**src/i2ct_pkg.sv**
```systemverilog
// i2ct_pkg: shared codes and types for the i2c target bit engine
// no dependencies; used by the engine, the register block and the top level
`default_nettype none

package i2ct_pkg;

    // command codes carried by the request
    localparam logic [2:0] CMD_TICK  = 3'd0;
    localparam logic [2:0] CMD_RX    = 3'd1;
    localparam logic [2:0] CMD_TX    = 3'd2;
    localparam logic [2:0] CMD_ACK   = 3'd3;
    localparam logic [2:0] CMD_COND  = 3'd4;
    localparam logic [2:0] CMD_PULSE = 3'd5;

    // active primitive, same encoding as the command that started it
    localparam logic [2:0] MODE_IDLE  = 3'd0;
    localparam logic [2:0] MODE_RX    = 3'd1;
    localparam logic [2:0] MODE_TX    = 3'd2;
    localparam logic [2:0] MODE_ACK   = 3'd3;
    localparam logic [2:0] MODE_COND  = 3'd4;
    localparam logic [2:0] MODE_PULSE = 3'd5;

    // event codes reported with each result
    localparam logic [2:0] EV_NONE  = 3'd0;
    localparam logic [2:0] EV_OCTET = 3'd1;
    localparam logic [2:0] EV_START = 3'd2;
    localparam logic [2:0] EV_STOP  = 3'd3;
    localparam logic [2:0] EV_SENT  = 3'd4;
    localparam logic [2:0] EV_PULSE = 3'd5;

    // configuration register indexes
    localparam logic REG_OWN_ADDRESS = 1'b0;

    localparam int unsigned ADDR_W = 7;

    // one input request
    typedef struct packed {
        logic [2:0] cmd;
        logic       scl_level;
        logic       sda_level;
        logic [7:0] tx_byte;
        logic       allow_start;
    } t_item;

    // one result
    typedef struct packed {
        logic       sda_drive;
        logic       done_res;
        logic [2:0] event_kind;
        logic [7:0] rx_octet;
        logic       address_hit;
        logic       read_request;
        logic       busy_res;
    } t_result;

endpackage

`default_nettype wire

```
**src/i2ct_regs.sv**
```systemverilog
// i2ct_regs: apb-style configuration register holding the own bus address
// depends on i2ct_pkg for the register index and address width
`default_nettype none

module i2ct_regs (
    input  wire logic                       i_clk,
    input  wire logic                       i_rst_n,
    input  wire logic                       psel,
    input  wire logic                       penable,
    input  wire logic                       pwrite,
    input  wire logic [2:0]                 paddr,
    input  wire logic [31:0]                pwdata,
    output logic [31:0]                     prdata,
    output logic                            pready,
    output logic [i2ct_pkg::ADDR_W-1:0]     o_own_address
);

    logic [i2ct_pkg::ADDR_W-1:0] r_own_address;
    logic                        w_sel_own;

    assign w_sel_own = (paddr[2] == i2ct_pkg::REG_OWN_ADDRESS);
    assign pready    = 1'b1;

    // register write at the access phase
    always_ff @(posedge i_clk) begin
        if (!i_rst_n) begin
            r_own_address <= '0;
        end else if (psel && penable && pwrite && w_sel_own) begin
            r_own_address <= pwdata[i2ct_pkg::ADDR_W-1:0];
        end
    end

    // read back
    always_comb begin
        prdata = '0;
        if (w_sel_own) begin
            prdata[i2ct_pkg::ADDR_W-1:0] = r_own_address;
        end
    end

    assign o_own_address = r_own_address;

endmodule

`default_nettype wire

```
**src/i2ct_engine.sv**
```systemverilog
// i2ct_engine: primitive state and the per-request next-state and result logic
// depends on i2ct_pkg for codes and the request and result structs
`default_nettype none

module i2ct_engine (
    input  wire logic                       i_clk,
    input  wire logic                       i_rst_n,
    input  wire logic                       i_step,
    input  wire i2ct_pkg::t_item            i_item,
    input  wire logic [i2ct_pkg::ADDR_W-1:0] i_own_address,
    output i2ct_pkg::t_result               o_result
);

    logic [2:0] r_mode,  n_mode;
    logic       r_phase, n_phase;
    logic [3:0] r_bits,  n_bits;
    logic [7:0] r_shift, n_shift;
    logic       r_held,  n_held;
    logic       r_drive, n_drive;
    logic       r_start, n_start;

    logic       w_done;
    logic [2:0] w_ev;
    logic [7:0] w_oct;
    logic [3:0] w_bits_inc;
    logic       w_pulse_end;

    assign w_bits_inc = r_bits + 4'd1;

    // end of a clock pulse for the pulse-counting primitives
    assign w_pulse_end = r_phase && !i_item.scl_level;

    // next state and event for one request
    always_comb begin
        n_mode  = r_mode;
        n_phase = r_phase;
        n_bits  = r_bits;
        n_shift = r_shift;
        n_held  = r_held;
        n_drive = r_drive;
        n_start = r_start;
        w_done  = 1'b0;
        w_ev    = i2ct_pkg::EV_NONE;
        w_oct   = '0;

        if (i_item.cmd != i2ct_pkg::CMD_TICK) begin
            // start a primitive only when idle and the code is known
            if (r_mode == i2ct_pkg::MODE_IDLE && i_item.cmd <= i2ct_pkg::CMD_PULSE) begin
                n_mode  = i_item.cmd;
                n_phase = 1'b0;
                n_bits  = '0;
                n_shift = '0;
                case (i_item.cmd)
                    i2ct_pkg::CMD_TX: begin
                        n_drive = i_item.tx_byte[7];
                        n_shift = {i_item.tx_byte[6:0], 1'b0};
                    end
                    i2ct_pkg::CMD_ACK: begin
                        n_drive = 1'b0;
                    end
                    i2ct_pkg::CMD_COND: begin
                        n_start = i_item.allow_start;
                    end
                    default: begin
                    end
                endcase
            end
        end else begin
            case (r_mode)
                i2ct_pkg::MODE_RX: begin
                    if (!r_phase) begin
                        // first high sample of the pulse takes the bit
                        if (i_item.scl_level) begin
                            n_phase = 1'b1;
                            n_held  = i_item.sda_level;
                            n_shift = {r_shift[6:0], i_item.sda_level};
                            n_bits  = w_bits_inc;
                        end
                    end else if (i_item.scl_level) begin
                        // sda moving while scl high is a bus condition
                        if (!r_held && i_item.sda_level) begin
                            w_done = 1'b1;
                            w_ev   = i2ct_pkg::EV_STOP;
                        end else if (r_held && !i_item.sda_level) begin
                            w_done = 1'b1;
                            w_ev   = i2ct_pkg::EV_START;
                        end
                    end else begin
                        n_phase = 1'b0;
                        if (r_bits[3]) begin
                            w_done = 1'b1;
                            w_ev   = i2ct_pkg::EV_OCTET;
                            w_oct  = r_shift;
                        end
                    end
                end
                i2ct_pkg::MODE_TX: begin
                    if (!r_phase) begin
                        n_phase = i_item.scl_level;
                    end else if (w_pulse_end) begin
                        n_phase = 1'b0;
                        n_bits  = w_bits_inc;
                        if (w_bits_inc[3]) begin
                            n_drive = 1'b1;
                            w_done  = 1'b1;
                            w_ev    = i2ct_pkg::EV_SENT;
                        end else begin
                            n_drive = r_shift[7];
                            n_shift = {r_shift[6:0], 1'b0};
                        end
                    end
                end
                i2ct_pkg::MODE_ACK: begin
                    if (!r_phase) begin
                        n_phase = i_item.scl_level;
                    end else if (w_pulse_end) begin
                        n_phase = 1'b0;
                        n_drive = 1'b1;
                        w_done  = 1'b1;
                        w_ev    = i2ct_pkg::EV_PULSE;
                    end
                end
                i2ct_pkg::MODE_PULSE: begin
                    if (!r_phase) begin
                        n_phase = i_item.scl_level;
                    end else if (w_pulse_end) begin
                        n_phase = 1'b0;
                        w_done  = 1'b1;
                        w_ev    = i2ct_pkg::EV_PULSE;
                    end
                end
                i2ct_pkg::MODE_COND: begin
                    if (!i_item.scl_level) begin
                        n_phase = 1'b0;
                        n_held  = i_item.sda_level;
                    end else begin
                        n_phase = 1'b1;
                        if (!r_held && i_item.sda_level) begin
                            w_done = 1'b1;
                            w_ev   = i2ct_pkg::EV_STOP;
                        end else if (r_start && r_held && !i_item.sda_level) begin
                            w_done = 1'b1;
                            w_ev   = i2ct_pkg::EV_START;
                        end
                    end
                end
                default: begin
                    // idle: track sda for a later condition wait
                    n_held = i_item.sda_level;
                end
            endcase
            if (w_done) begin
                n_mode  = i2ct_pkg::MODE_IDLE;
                n_phase = 1'b0;
            end
        end
    end

    // primitive state
    always_ff @(posedge i_clk) begin
        if (!i_rst_n) begin
            r_mode  <= i2ct_pkg::MODE_IDLE;
            r_phase <= 1'b0;
            r_bits  <= '0;
            r_shift <= '0;
            r_held  <= 1'b1;
            r_drive <= 1'b1;
            r_start <= 1'b0;
        end else if (i_step) begin
            r_mode  <= n_mode;
            r_phase <= n_phase;
            r_bits  <= n_bits;
            r_shift <= n_shift;
            r_held  <= n_held;
            r_drive <= n_drive;
            r_start <= n_start;
        end
    end

    // result of this request
    always_comb begin
        o_result              = '0;
        o_result.sda_drive    = n_drive;
        o_result.done_res     = w_done;
        o_result.event_kind   = w_ev;
        o_result.rx_octet     = w_oct;
        o_result.busy_res     = (n_mode != i2ct_pkg::MODE_IDLE);
        if (w_ev == i2ct_pkg::EV_OCTET) begin
            o_result.address_hit  = (w_oct[7:1] == i_own_address);
            o_result.read_request = w_oct[0];
        end
    end

endmodule

`default_nettype wire

```
**src/i2c_target_bit_engine.sv**
```systemverilog
// i2c_target_bit_engine: request register, engine and result register
// depends on i2ct_pkg, i2ct_regs and i2ct_engine
//
// Usage:
//   Requests enter on i_valid/o_ready with i_cmd and its operands. A line
//   sample tick (cmd 0) carries the sampled scl and sda levels and advances
//   the active primitive; codes 1 to 5 start a primitive when idle;
//   other commands are ignored. Every request gives exactly one result on
//   o_valid/i_ready carrying the sda drive level, done flag, event and,
//   for a received octet, the byte, address match and read flag.
// Throughput:
//   a request passes the request register, then the engine logic and the
//   result register; one request per cycle is sustained while i_ready is
//   high, set by the single pass of the engine logic between the two.
// Stall:
//   when i_ready is low the result register holds, the request register
//   fills and o_ready drops after one more request; no result is lost.
// Reset:
//   i_rst_n is synchronous; both registers empty, engine idle with sda
//   released, own address zero. Write own_address at byte 0 of the apb
//   port only while no request is outstanding.
`default_nettype none

module i2c_target_bit_engine (
    input  wire logic        i_clk,
    input  wire logic        i_rst_n,
    // request channel
    input  wire logic        i_valid,
    output logic             o_ready,
    input  wire logic [2:0]  i_cmd,
    input  wire logic        i_scl_level,
    input  wire logic        i_sda_level,
    input  wire logic [7:0]  i_tx_byte,
    input  wire logic        i_allow_start,
    // result channel
    output logic             o_valid,
    input  wire logic        i_ready,
    output logic             o_sda_drive,
    output logic             o_done_res,
    output logic [2:0]       o_event_kind,
    output logic [7:0]       o_rx_octet,
    output logic             o_address_hit,
    output logic             o_read_request,
    output logic             o_busy_res,
    // configuration port
    input  wire logic        psel,
    input  wire logic        penable,
    input  wire logic        pwrite,
    input  wire logic [2:0]  paddr,
    input  wire logic [31:0] pwdata,
    output logic [31:0]      prdata,
    output logic             pready
);

    logic                         r_in_valid;
    i2ct_pkg::t_item              r_in;
    logic                         r_out_valid;
    i2ct_pkg::t_result            r_out;
    i2ct_pkg::t_result            w_result;
    logic [i2ct_pkg::ADDR_W-1:0]  w_own_address;
    logic                         w_move;

    i2ct_regs u_regs (
        .i_clk         (i_clk),
        .i_rst_n       (i_rst_n),
        .psel          (psel),
        .penable       (penable),
        .pwrite        (pwrite),
        .paddr         (paddr),
        .pwdata        (pwdata),
        .prdata        (prdata),
        .pready        (pready),
        .o_own_address (w_own_address)
    );

    // request moves into the result register when that one is free
    assign w_move  = r_in_valid && (!r_out_valid || i_ready);
    assign o_ready = !r_in_valid || w_move;

    // request register
    always_ff @(posedge i_clk) begin
        if (!i_rst_n) begin
            r_in_valid <= 1'b0;
        end else if (o_ready) begin
            r_in_valid <= i_valid;
        end
    end

    always_ff @(posedge i_clk) begin
        if (o_ready && i_valid) begin
            r_in.cmd         <= i_cmd;
            r_in.scl_level   <= i_scl_level;
            r_in.sda_level   <= i_sda_level;
            r_in.tx_byte     <= i_tx_byte;
            r_in.allow_start <= i_allow_start;
        end
    end

    i2ct_engine u_engine (
        .i_clk         (i_clk),
        .i_rst_n       (i_rst_n),
        .i_step        (w_move),
        .i_item        (r_in),
        .i_own_address (w_own_address),
        .o_result      (w_result)
    );

    // result register
    always_ff @(posedge i_clk) begin
        if (!i_rst_n) begin
            r_out_valid <= 1'b0;
        end else if (w_move) begin
            r_out_valid <= 1'b1;
        end else if (i_ready) begin
            r_out_valid <= 1'b0;
        end
    end

    always_ff @(posedge i_clk) begin
        if (w_move) begin
            r_out <= w_result;
        end
    end

    assign o_valid        = r_out_valid;
    assign o_sda_drive    = r_out.sda_drive;
    assign o_done_res     = r_out.done_res;
    assign o_event_kind   = r_out.event_kind;
    assign o_rx_octet     = r_out.rx_octet;
    assign o_address_hit  = r_out.address_hit;
    assign o_read_request = r_out.read_request;
    assign o_busy_res     = r_out.busy_res;

endmodule

`default_nettype wire

```
**config.mk**
```make
export PLATFORM = sky130hd
export DESIGN_NAME = i2c_target_bit_engine
export DESIGN_NICKNAME = d
export VERILOG_FILES = /design/src/i2ct_pkg.sv /design/src/i2ct_regs.sv /design/src/i2ct_engine.sv /design/src/i2c_target_bit_engine.sv
export SDC_FILE = /design/constraint.sdc
export NUM_CORES = 1
export LEC_CHECK = 0
export ABC_AREA = 0
export BUFFER_PORTS_ARGS = -buffer_cell sky130_fd_sc_hd__buf_2
export CORE_MARGIN = 1
export CORE_UTILIZATION = 45
export DETAILED_ROUTE_END_ITERATION = 12
export PLACE_DENSITY = 0.76
export SKIP_CTS_REPAIR_TIMING = 1
export SLEW_MARGIN = 5
export SYNTH_ARGS = -nofsm -noshare
export SYNTH_HDL_FRONTEND = slang
export SYNTH_SLANG_ARGS = --single-unit
```
**constraint.sdc**
```tcl
create_clock -name i_clk -period 2.11 [get_ports i_clk]
set_clock_uncertainty 0.1 [all_clocks]
set_input_delay 0.211 -clock i_clk [delete_from_list [all_inputs] [get_ports i_clk]]
set_output_delay 0.211 -clock i_clk [all_outputs]
set_load 0.01 [all_outputs]
```
== Word-level counts from Yosys, hierarchy flattened ==
Cells that the tools add are included.

* Register bits: 58

* $add $sub $neg: 1
* Magnitude comparators: 1
* Equal/unequal tests: 19
* Multiplexer cells: 77
* Bitwise logic cells: 3
* Reductions and logical operators: 32

{| class="wikitable"
|+ Operators with widths
! kind !! count
|-
| 2-to-1 mux 8 bit || 13
|-
| 2-to-1 mux 3 bit || 14
|-
| 2-to-1 mux 1 bit || 33
|-
| 2-to-1 mux 4 bit || 6
|-
| one-hot mux 8 bit (2 select lines) || 1
|-
| equality test 3 x 2 -> 1 bit, second input constant || 4
|-
| one-hot mux 3 bit (4 select lines) || 1
|-
| logical AND 1 bit || 11
|-
| equality test 3 bit, second input constant || 3
|-
| nonzero test 3 bit || 3
|-
| inequality test 2 bit, second input constant || 4
|-
| one-hot mux 4 bit (2 select lines) || 1
|-
| AND reduction 8 bit || 1
|-
| equality test 7 bit || 1
|-
| 2-to-1 mux 7 bit || 1
|-
| AND reduction 7 bit || 1
|-
| equality test 3 x 1 -> 1 bit, second input constant || 2
|-
| inequality test 3 x 1 -> 1 bit, second input constant || 2
|-
| inequality test 3 bit, second input constant || 2
|-
| one-hot mux 1 bit (2 select lines) || 3
|-
| AND reduction 6 bit || 1
|-
| logical NOT 1 bit || 5
|-
| adder 4 x 1 -> 4 bit, second input constant || 1
|-
| 2-to-1 mux 2 bit || 2
|-
| 13 further kinds || 17
|}

== Longest topological paths before layout ==
Gate-level depths: netlist of run 1.

* Depth in word-level cells: 11
* Gate-level depth with buffers: 7
* Gate-level depth less buffers: 7

== Modules after synthesis ==
A second synthesis of run 1 with hierarchy kept.

* Cells, all modules: 327
* Area, all modules: 3199.3 um^2

{| class="wikitable"
|+ By module, submodules not included
! module !! times used !! cells an instance !! area each (um^2) !! seq. area each (um^2)
|-
| i2ct_engine || 1 || 222 || 1642.8 || 380.4
|-
| i2c_target_bit_engine || 1 || 39 || 1004.7 || 940.9
|-
| i2ct_regs || 1 || 66 || 551.8 || 140.1
|}

== Worst setup path before layout of run 1 ==
No wires, ideal clock.

* Path kind: register to register
* From: register r_in[12] (netlist bit)
* To: register r_out (netlist bit o_address_hit), data pin
* Library setup time: 0.270 ns
* Data arrival time: 1.665 ns
* Data required time: 1.740 ns
* Setup slack: 0.075 ns
* Cell stages (with the launch flop): 7
* Buffers on the path: 1
* Cells stage by stage: edfxtp_1 or3_4 nor3_2 clkbuf_1 a21oi_1 o22ai_1 nor4b_2

* Word-level cells in the longest chain between the ends: 3
* Elaborated cells between the ends (all ways): 5
* Classes of those cells: eq/ne: 2; mux: 2; reduce/logical: 1

{| class="wikitable"
|+ RTL lines
! what !! line !! text
|-
| start, declared || i2c_target_bit_engine.sv:56 || <nowiki>i2ct_pkg::t_item r_in;</nowiki>
|-
| nonzero test 3 bit * || i2ct_engine.sv:46 || <nowiki>if (i_item.cmd != i2ct_pkg::CMD_TICK) begin</nowiki>
|-
| 2-to-1 mux 8 bit / 2-to-1 mux 3 bit (equally long branches) || i2ct_engine.sv:46 ||
|-
| equality test 7 bit / equality test 3 x 1 -> 1 bit (equally long branches) || i2ct_engine.sv:189, i2ct_engine.sv:188 ||
|-
| end signal, assigned || i2c_target_bit_engine.sv:121 || <nowiki>r_out <= w_result;</nowiki>
|-
| end, declared || i2c_target_bit_engine.sv:58 || <nowiki>i2ct_pkg::t_result r_out;</nowiki>
|}

Every way passes the cells marked *; elsewhere a longest branch is shown, timed or not.
A chain may end at the register's enable or synchronous reset.

== Final worst setup path of run 1 ==
Ends and elaborated chain as after synthesis.

==> results of run 1 <==
logic make-up after synthesis:
| logic type | share of synthesized area |
|---|---|
| and+or+nand+nor | 0.222 |
| DFF | 0.462 |
| buffers and inverters | 0.0945 |
| AOI/OAI and AO/OA | 0.104 |
| muxes | 0.0854 |
| xor gates and xnor gates | 0.0221 |
| adders and majority gates | 0.00790 |
| other | 0.00237 |
power by group through the flow:
stage	logic [W]	registers, W	clock network, W
floorplan	0.000193	0.00128	0
global placement	0.000252	0.00128	0
detailed placement	0.000257	0.00128	0
CTS	0.000258	0.00126	0.00118
global route	0.000313	0.00126	0.00122
finish	0.000285	0.00126	0.00114
stage by stage:
| step | util | power, W | setup WS, ns | std cells |
|---|---|---|---|---|
| after CTS | 0.560 | 0.00269 | -0.0267 | 481 |
| after detailed placement | 0.525 | 0.00154 | -0.00897 | 465 |
| final | 0.590 | 0.00268 | 0.0177 | 498 |
| after global placement | 0.525 | 0.00153 | 0.0183 | 465 |
| after floorplan | - | 0.00147 | 0.0751 | 333 |
| after global routing | 0.590 | 0.00279 | -0.0735 | 498 |
cell type report:
| type | count | area [sq um] |
|---|---|---|
| inverter | 9 | 33.8 |
| clock buffer | 15 | 230 |
| timing repair buffer | 94 | 628 |
| tap | 96 | 120 |
| sequential | 58 | 1460 |
| fill | 558 | 2790 |
| multi-input combinational | 225 | 1530 |
| clock inverter | 1 | 8.76 |
layer usage:
layer	wire (um)	up-vias	track usage
met5	0	-	0
met4	78	0	0.0833
met3	390	7	0.0568
met2	3200	100	0.273
met1	2960	1144	0.236
li1	-	1225	-
worst register-to-register path, delay by kind of cell (launching register included):
family           cells  cell delay (ns)
AND/OR/NAND/NOR      4             1.25
flip-flops           1             0.48
AO/OA/AOI/OAI        1             0.10
synth_stat cells, types with 2 or more instances:
cell type and count:
nand3b_1 2, and2_1 11, nor2b_1 24, xor2_1 2, o211ai_1 2, o21ai_0 8
a211oi_1 5, or3_4 2, clkbuf_1 11, nor2_1 10, a31oi_1 7, edfxtp_1 30
o22ai_1 3, conb_1 2, mux2i_1 18, ha_1 2, a2111oi_0 2, buf_4 27
a21oi_1 6, nor4_1 2, o2111ai_1 2, nor4bb_1 6, nand3_1 4, xnor2_1 6
and3_1 3, inv_1 9, or2_2 3, nor3b_1 3, buf_2 2, nor3_1 4
dfxtp_1 28, nand2b_1 7, nand2_1 27, mux2_2 8, o31ai_1 2
flip-flops by register name, indices dropped and copies added (netlist names), 3 cells and up:
name,count
r_in,14
o_rx_octet,8
u_engine.r_shift,8
u_regs.o_own_address,7
u_engine.r_bits,4
o_event_kind,3
u_engine.r_mode,3
final timing paths:
path,from,endpoint
max,r_in[12],o_address_hit
min,pwdata[6],u_regs.o_own_address[6]
max reg2reg,r_in[12],o_address_hit
min reg2reg,r_in[0],u_engine.r_start
==> flow_metrics.env, run 1 <==
export IMPL_outcome="finished, final reports clean"
export IMPL_yosysSeqAreaShare=0.462
export IMPL_r2r_worst_path_cells=5
export IMPL_crit_path_end_kind="flip-flop"
export IMPL_wl_per_cell_um=13.3
export IMPL_gp_congestion=0.854
export IMPL_cts_root_buffer="clkbuf_8"
export IMPL_overflow=0
export IMPL_synth_edf_count=30
export IMPL_holdWs_ns=0.0310
export IMPL_die_h_um=85.9
export IMPL_hold_depth=3
export IMPL_drt_iter0_drc=164
export IMPL_slew_headroom=0.628
export IMPL_finalCritPeriodShare=0.992
export IMPL_grt_pass1_wl_um=10100
export IMPL_rsz0062_at_grt="yes"
export IMPL_yosysWarnings=0
export IMPL_slew_violations=0
export IMPL_fin_crit_ns=2.09
export IMPL_diodes=0
export IMPL_path_max_fanout=5
export IMPL_synth_distinct_cells=54
export IMPL_place_area_sq_um=3570
export IMPL_fin_area_sq_um=4010
export IMPL_final_nets=455
export IMPL_worstPathCellList="or3_4, or3_4, nor2_1, o22ai_1, nor4b_2"
export IMPL_crit_buf_inv=0
export IMPL_die_area_sq_um=7370
export IMPL_sw_frac_of_total=0.227
export IMPL_dr_pass1_iters=4
export IMPL_internal_power_w=0.00207
export IMPL_p_sw_w=0.000610
export IMPL_port_buffer_count=53
export IMPL_first_global_vias=2179
export IMPL_final_layout_size_suffix_gt1_frac=0.303
export IMPL_synth_seq_cells=58
export IMPL_grt_max_degree=29
export IMPL_num_vias=2476
export IMPL_syn_area_sq_um=3170
export IMPL_h_tree_depth=3
export IMPL_grt_use_total=0.180
export IMPL_cellLeakagePower_nw=1.65
export IMPL_postRouteAntennaNets=0
export IMPL_synth_flop_cell="edfxtp_1"
export IMPL_cp_depth=5
export IMPL_start_util=0.466
export IMPL_crit_top_cell="or3_4"
export IMPL_sequentialPowerShare=0.468
export IMPL_cts_tree="done"
export IMPL_path_class="reg -> reg"
export IMPL_hold_viol_final=0
export IMPL_synthTopCellsByArea="edfxtp_1, dfxtp_1, buf_4"
export IMPL_postSynth_asyncResetShare=0
export IMPL_tightest_slew_ns=0.558
export IMPL_core_sq_um=6790
export IMPL_critical_path_max_stage_delay_ns=0.48
export IMPL_powerDensity_nw_per_um2=669
export IMPL_setup_viol=0
export IMPL_rows=30
export IMPL_place_hpwl_um=4520
export IMPL_via_per_inst=4.97
export IMPL_start_kind="flip-flop"
export IMPL_cp_arrival_ns=2.15
export IMPL_io_pins=107
export IMPL_worstPathRequired_ns=2.17
export IMPL_rrSetupSlack_ns=0.02
export IMPL_drv_cap=0
export IMPL_cp_slowest_cell="edfxtp_1"
export IMPL_antenna_found_initial=0
export IMPL_combPwrFrac=0.106
export IMPL_path_clk_slew_ns=0.07
export IMPL_die_x_um=85.9
export IMPL_cts_path_max_buffers=2
export IMPL_crit_family="simple AND/OR/NAND/NOR gates"
export IMPL_synth_avg_cell_area_sq_um=10.2
export IMPL_hp_class="in -> reg"
export IMPL_final_cell_mix="buf_2, edfxtp_1, nand2_1, dfxtp_1, conb_1"
export IMPL_synth_top_cell_by_area="edfxtp_1"
export IMPL_synth_top_area_frac=0.285
export IMPL_clock_fmax_mhz=478
export IMPL_syn_to_final_growth_pct=26.6
export IMPL_ir_drop_mv=0.556
export IMPL_drc=0
export IMPL_setup_tns_ns=0
export IMPL_syn_inst=309
export IMPL_cts_sinks=58
export IMPL_wirelength_um=6630
export IMPL_clk_latency_ns=0.34
export IMPL_clockPowerShare=0.425
export IMPL_final_common_cell="buf_2"
export IMPL_numCtsBuffers=9
(Power assumes the default switching activity.)
==> run 2: changes to the inputs <==
--- a/config.mk
+++ b/config.mk
@@ -7,7 +7,7 @@
 export LEC_CHECK = 0
 export ABC_AREA = 0
 export BUFFER_PORTS_ARGS = -buffer_cell sky130_fd_sc_hd__buf_2
-export CORE_MARGIN = 1
+export CORE_MARGIN = 5
 export CORE_UTILIZATION = 45
 export DETAILED_ROUTE_END_ITERATION = 12
 export PLACE_DENSITY = 0.76
==> flow_metrics.env, run 2 (synthesized netlist as in run 1, its figures left out) <==
export IMPL_outcome="finished, violations left"
export IMPL_failed_checks="negative setup slack"
export IMPL_nFillCells=575
export IMPL_fin_util=0.596
export IMPL_largest_reg_flops=14
export IMPL_clock_fmax_mhz=468
export IMPL_final_nets=458
export IMPL_setup_viol=1
export IMPL_gp_congestion=0.881
export IMPL_start_util=0.463
export IMPL_io_pins=107
export IMPL_clk_latency_ns=0.34
export IMPL_post_place_cells=464
export IMPL_dr_pass1_iters=5
export IMPL_core_sq_um=6830
export IMPL_overflow=0
export IMPL_path_class="reg -> reg"
export IMPL_via_per_inst=4.97
export IMPL_cellLeakagePower_nw=1.68
export IMPL_die_h_um=93.9
export IMPL_rows=30
export IMPL_start_kind="flip-flop"
export IMPL_antenna_found_initial=0
export IMPL_crit_path_end_kind="flip-flop"
export IMPL_wl_per_cell_um=14.1
export IMPL_path_max_fanout=4
export IMPL_grt_use_total=0.153
export IMPL_syn_to_final_growth_pct=28.6
export IMPL_final_layout_size_suffix_gt1_frac=0.314
export IMPL_final_cells=501
export IMPL_drt_iter0_drc=153
export IMPL_num_vias=2488
export IMPL_path_clk_slew_ns=0.07
export IMPL_hold_viol_final=0
export IMPL_grt_max_degree=29
export IMPL_rsz0062_at_grt="yes"
export IMPL_ir_drop_mv=0.489
export IMPL_holdWs_ns=0.0178
export IMPL_top_register="r_in"
export IMPL_cp_arrival_ns=2.19
export IMPL_slew_violations=0
export IMPL_cts_root_buffer="clkbuf_8"
export IMPL_powerDensity_nw_per_um2=679
export IMPL_drv_cap=0
export IMPL_worstPathRequired_ns=2.17
export IMPL_final_cell_mix="buf_2, edfxtp_1, buf_4, nand2_1, dfxtp_1"
export IMPL_grt_pass1_wl_um=10600
export IMPL_diodes=0
export IMPL_finalCritPeriodShare=1.01
export IMPL_drc=0
export IMPL_tightest_slew_ns=0.556
export IMPL_fin_ws_ns=-0.0248
export IMPL_place_hpwl_um=4780
export IMPL_die_x_um=93.9
export IMPL_first_global_vias=2258
export IMPL_cts_sinks=58
export IMPL_cts_path_max_buffers=2
export IMPL_die_area_sq_um=8810
export IMPL_slew_headroom=0.630
export IMPL_postRouteAntennaNets=0
export IMPL_numCtsBuffers=9
export IMPL_fin_crit_ns=2.13
export IMPL_final_common_cell="buf_2"
export IMPL_wirelength_um=7080
export IMPL_port_buffer_count=53
export IMPL_hp_class="in -> reg"
export IMPL_h_tree_depth=3
export IMPL_cts_tree="done"
-- run 2: stage by stage --
stage / instance area (sq um) / setup WS [ns] / TNS [ns] / power, W
2_1_floorplan: 3260 / 0.0751 / 0 / 0.00147
6_report: 4070 / -0.0248 / -0.0248 / 0.00276
3_3_place_gp: 3560 / 0.00364 / 0 / 0.00153
4_1_cts: 3800 / -0.0771 / -0.134 / 0.00274
3_5_place_dp: 3560 / -0.0548 / -0.0759 / 0.00154
5_1_grt: 4070 / -0.0579 / -0.119 / 0.00287
-- run 2: worst max-delay path, stage by stage, from the launching register on --
cell and delay [ns]:
edfxtp_1 0.47, or3b_4 0.47, or3_4 0.45, nor2_4 0.11, o22ai_2 0.09, nor4b_2 0.27
-- run 2: per-layer routing --
| metal | vias to the layer above | track usage | part of all wire | wire length, um |
|---|---|---|---|---|
| li1 | 1234 | - | - | - |
| met1 | 1156 | 0.212 | 0.44 | 3140 |
| met2 | 87 | 0.224 | 0.48 | 3380 |
| met3 | 11 | 0.0353 | 0.065 | 457 |
| met4 | 0 | 0.0758 | 0.013 | 93 |
| met5 | - | 0 | 0 | 0 |
-- run 2: where the power goes --
| group | leakage, nW | internal [W] | switching (W) |
|---|---|---|---|
| Clock | 0.123 | 0.000756 | 0.000449 |
| Sequential | 0.517 | 0.00123 | 0.0000304 |
| Combinational | 1.04 | 0.000149 | 0.000153 |
| Total | 1.68 | 0.00213 | 0.000633 |
-- run 2: final timing paths --
check,startpoint,end,slack (ns),depth (start not counted)
max,r_in[10],o_address_hit,-0.02,5
min,i_valid,r_in_valid,0.02,3
max reg2reg,r_in[10],o_address_hit,-0.02,5
min reg2reg,u_engine.r_shift[0],u_engine.r_shift[0],0.42,2
-- run 2: layout make-up --
type                       count  area (sq um)  share of cell area
clock buffer                  14           205              0.0504
sequential                    58          1460               0.359
timing repair buffer          97           647               0.159
inverter                       9          33.8             0.00830
clock inverter                 2          38.8             0.00953
multi-input combinational    225          1560               0.384
tap                           96           120              0.0295
==> run 3: changes to the inputs <==
--- a/config.mk
+++ b/config.mk
@@ -7,6 +7,7 @@
 export LEC_CHECK = 0
 export ABC_AREA = 0
 export BUFFER_PORTS_ARGS = -buffer_cell sky130_fd_sc_hd__buf_2
+export CORE_ASPECT_RATIO = 0.6
 export CORE_MARGIN = 5
 export CORE_UTILIZATION = 45
 export DETAILED_ROUTE_END_ITERATION = 12
==> flow_metrics.env, run 3 (synthesized netlist as in run 1, its figures left out) <==
export IMPL_outcome="finished, final reports clean"
export IMPL_r2r_worst_path_cells=6
export IMPL_rsz0062_at_grt="yes"
export IMPL_ir_drop_mv=0.506
export IMPL_cellLeakagePower_nw=1.68
export IMPL_cts_sinks=58
export IMPL_use_met2=0.228
export IMPL_drt_iter0_drc=167
export IMPL_diodes=0
export IMPL_crit_buf_inv=0
export IMPL_port_buffer_count=53
export IMPL_setup_viol=0
export IMPL_powerDensity_nw_per_um2=703
export IMPL_io_pins=107
export IMPL_via_per_inst=5.17
export IMPL_die_x_um=118
export IMPL_die_area_sq_um=8870
export IMPL_dp_slack_ns=0.0204
export IMPL_cp_slowest_cell="edfxtp_1"
export IMPL_nFillCells=551
export IMPL_critical_path_max_stage_delay_ns=0.45
export IMPL_hp_class="in -> reg"
export IMPL_grt_max_degree=29
export IMPL_fin_crit_ns=2.09
export IMPL_drc=0
export IMPL_grt_use_total=0.168
export IMPL_rows=23
export IMPL_start_util=0.468
export IMPL_final_nets=461
export IMPL_place_hpwl_um=5500
export IMPL_power_total_w=0.00288
export IMPL_drv_cap=0
export IMPL_grt_pass1_wl_um=11500
export IMPL_num_vias=2561
export IMPL_path_clk_slew_ns=0.05
export IMPL_final_common_cell="buf_2"
export IMPL_final_seq_area_sq_um=1460
export IMPL_top_usage_layer="met1"
export IMPL_hold_depth=3
export IMPL_multi_input_area_sq_um=1540
export IMPL_clock_fmax_mhz=479
export IMPL_crit_family="compound AO/OA/AOI/OAI gates"
export IMPL_final_cell_mix="buf_2, edfxtp_1, buf_4, nand2_1, dfxtp_1"
export IMPL_clk_latency_ns=0.34
export IMPL_overflow=0
export IMPL_slew_headroom=0.619
export IMPL_path_class="reg -> reg"
export IMPL_path_max_fanout=2
export IMPL_die_h_um=75.0
export IMPL_postRouteAntennaNets=0
export IMPL_met3_usage=0.0608
export IMPL_core_sq_um=6760
export IMPL_worstPathCellList="ha_1, nand2b_1, a2111oi_4, a211oi_2, o21ai_1, o22ai_1"
export IMPL_syn_to_final_growth_pct=29.6
export IMPL_h_tree_depth=3
export IMPL_numCtsBuffers=9
export IMPL_wl_per_cell_um=16.2
export IMPL_crit_path_end_kind="flip-flop"
export IMPL_cp_depth=6
export IMPL_first_global_vias=2313
export IMPL_finalCritPeriodShare=0.988
export IMPL_wirelength_um=8000
export IMPL_cp_arrival_ns=2.03
export IMPL_top_register="r_in"
export IMPL_grtUsageMet1=0.244
export IMPL_largest_reg_flops=14
export IMPL_start_kind="flip-flop"
export IMPL_antenna_found_initial=0
export IMPL_cts_tree="done"
export IMPL_tightest_slew_ns=0.571
export IMPL_cts_root_buffer="clkbuf_16"
export IMPL_final_layout_size_suffix_gt1_frac=0.311
export IMPL_hold_viol_final=0
export IMPL_cts_path_max_buffers=2
export IMPL_gp_congestion=0.889
export IMPL_dr_pass1_iters=4
export IMPL_fin_ws_ns=0.0243
export IMPL_worstPathRequired_ns=2.06
export IMPL_slew_violations=0
[run 3: cell count changes in the layout (fill, tap and decap cells not counted), sizes merged]
| cell | previous run | this run |
|---|---|---|
| clkinvlp | 0 | 3 |
| inv | 9 | 10 |
| clkbuf | 14 | 9 |
| clkinv | 1 | 3 |
| bufinv | 1 | 0 |
| buf | 83 | 86 |
[run 3: cell type report]
class	instances	share of cell area
inverters	9	0.00823
multi-input cells	225	0.375
flip-flops and latches	58	0.357
clock buffers	9	0.0549
repair buffers	100	0.168
well taps	87	0.0265
clock inverters	7	0.0110
[run 3: worst paths after layout]
kind	from	endpoint	slack, ns
setup / recovery	r_in[9]	o_busy_res	0.02
hold / removal	i_valid	r_in_valid	0.03
hold reg to reg	u_engine.r_held	u_engine.r_held	0.41
setup reg to reg	r_in[9]	o_busy_res	0.02
[run 3: per-layer routing]
| layer | vias to the layer above | part of all wire |
|---|---|---|
| met5 | - | 0 |
| met4 | 0 | 0.0030 |
| met3 | 2 | 0.084 |
| met2 | 100 | 0.45 |
| met1 | 1216 | 0.47 |
| li1 | 1243 | - |
[run 3: worst reg2reg max path, stage by stage (launching register included)]
cell,delay [ns]
edfxtp_1,0.45
ha_1,0.31
nand2b_1,0.20
a2111oi_4,0.33
a211oi_2,0.07
o21ai_1,0.19
o22ai_1,0.15
[run 3: per-stage QoR]
| stage | util | instances | area (sq um) | hold slack, ns | TNS [ns] |
|---|---|---|---|---|---|
| finish | 0.607 | 495 | 4100 | 0.0279 | 0 |
| global route | 0.607 | 495 | 4100 | 0.0534 | -0.382 |
| CTS | 0.573 | 477 | 3880 | -0.0520 | 0 |
| detailed placement | 0.533 | 461 | 3610 | 0.289 | 0 |
| global placement | 0.533 | 461 | 3610 | 0.287 | 0 |
| floorplan | - | 333 | 3260 | 0.210 | 0 |
[run 3: power breakdown]
part | total (W) | internal, W | switching (W) | leakage [nW]
logic | 0.000314 | 0.000149 | 0.000165 | 1.04
registers | 0.00126 | 0.00123 | 0.0000292 | 0.517
clock network | 0.00131 | 0.000787 | 0.000524 | 0.125
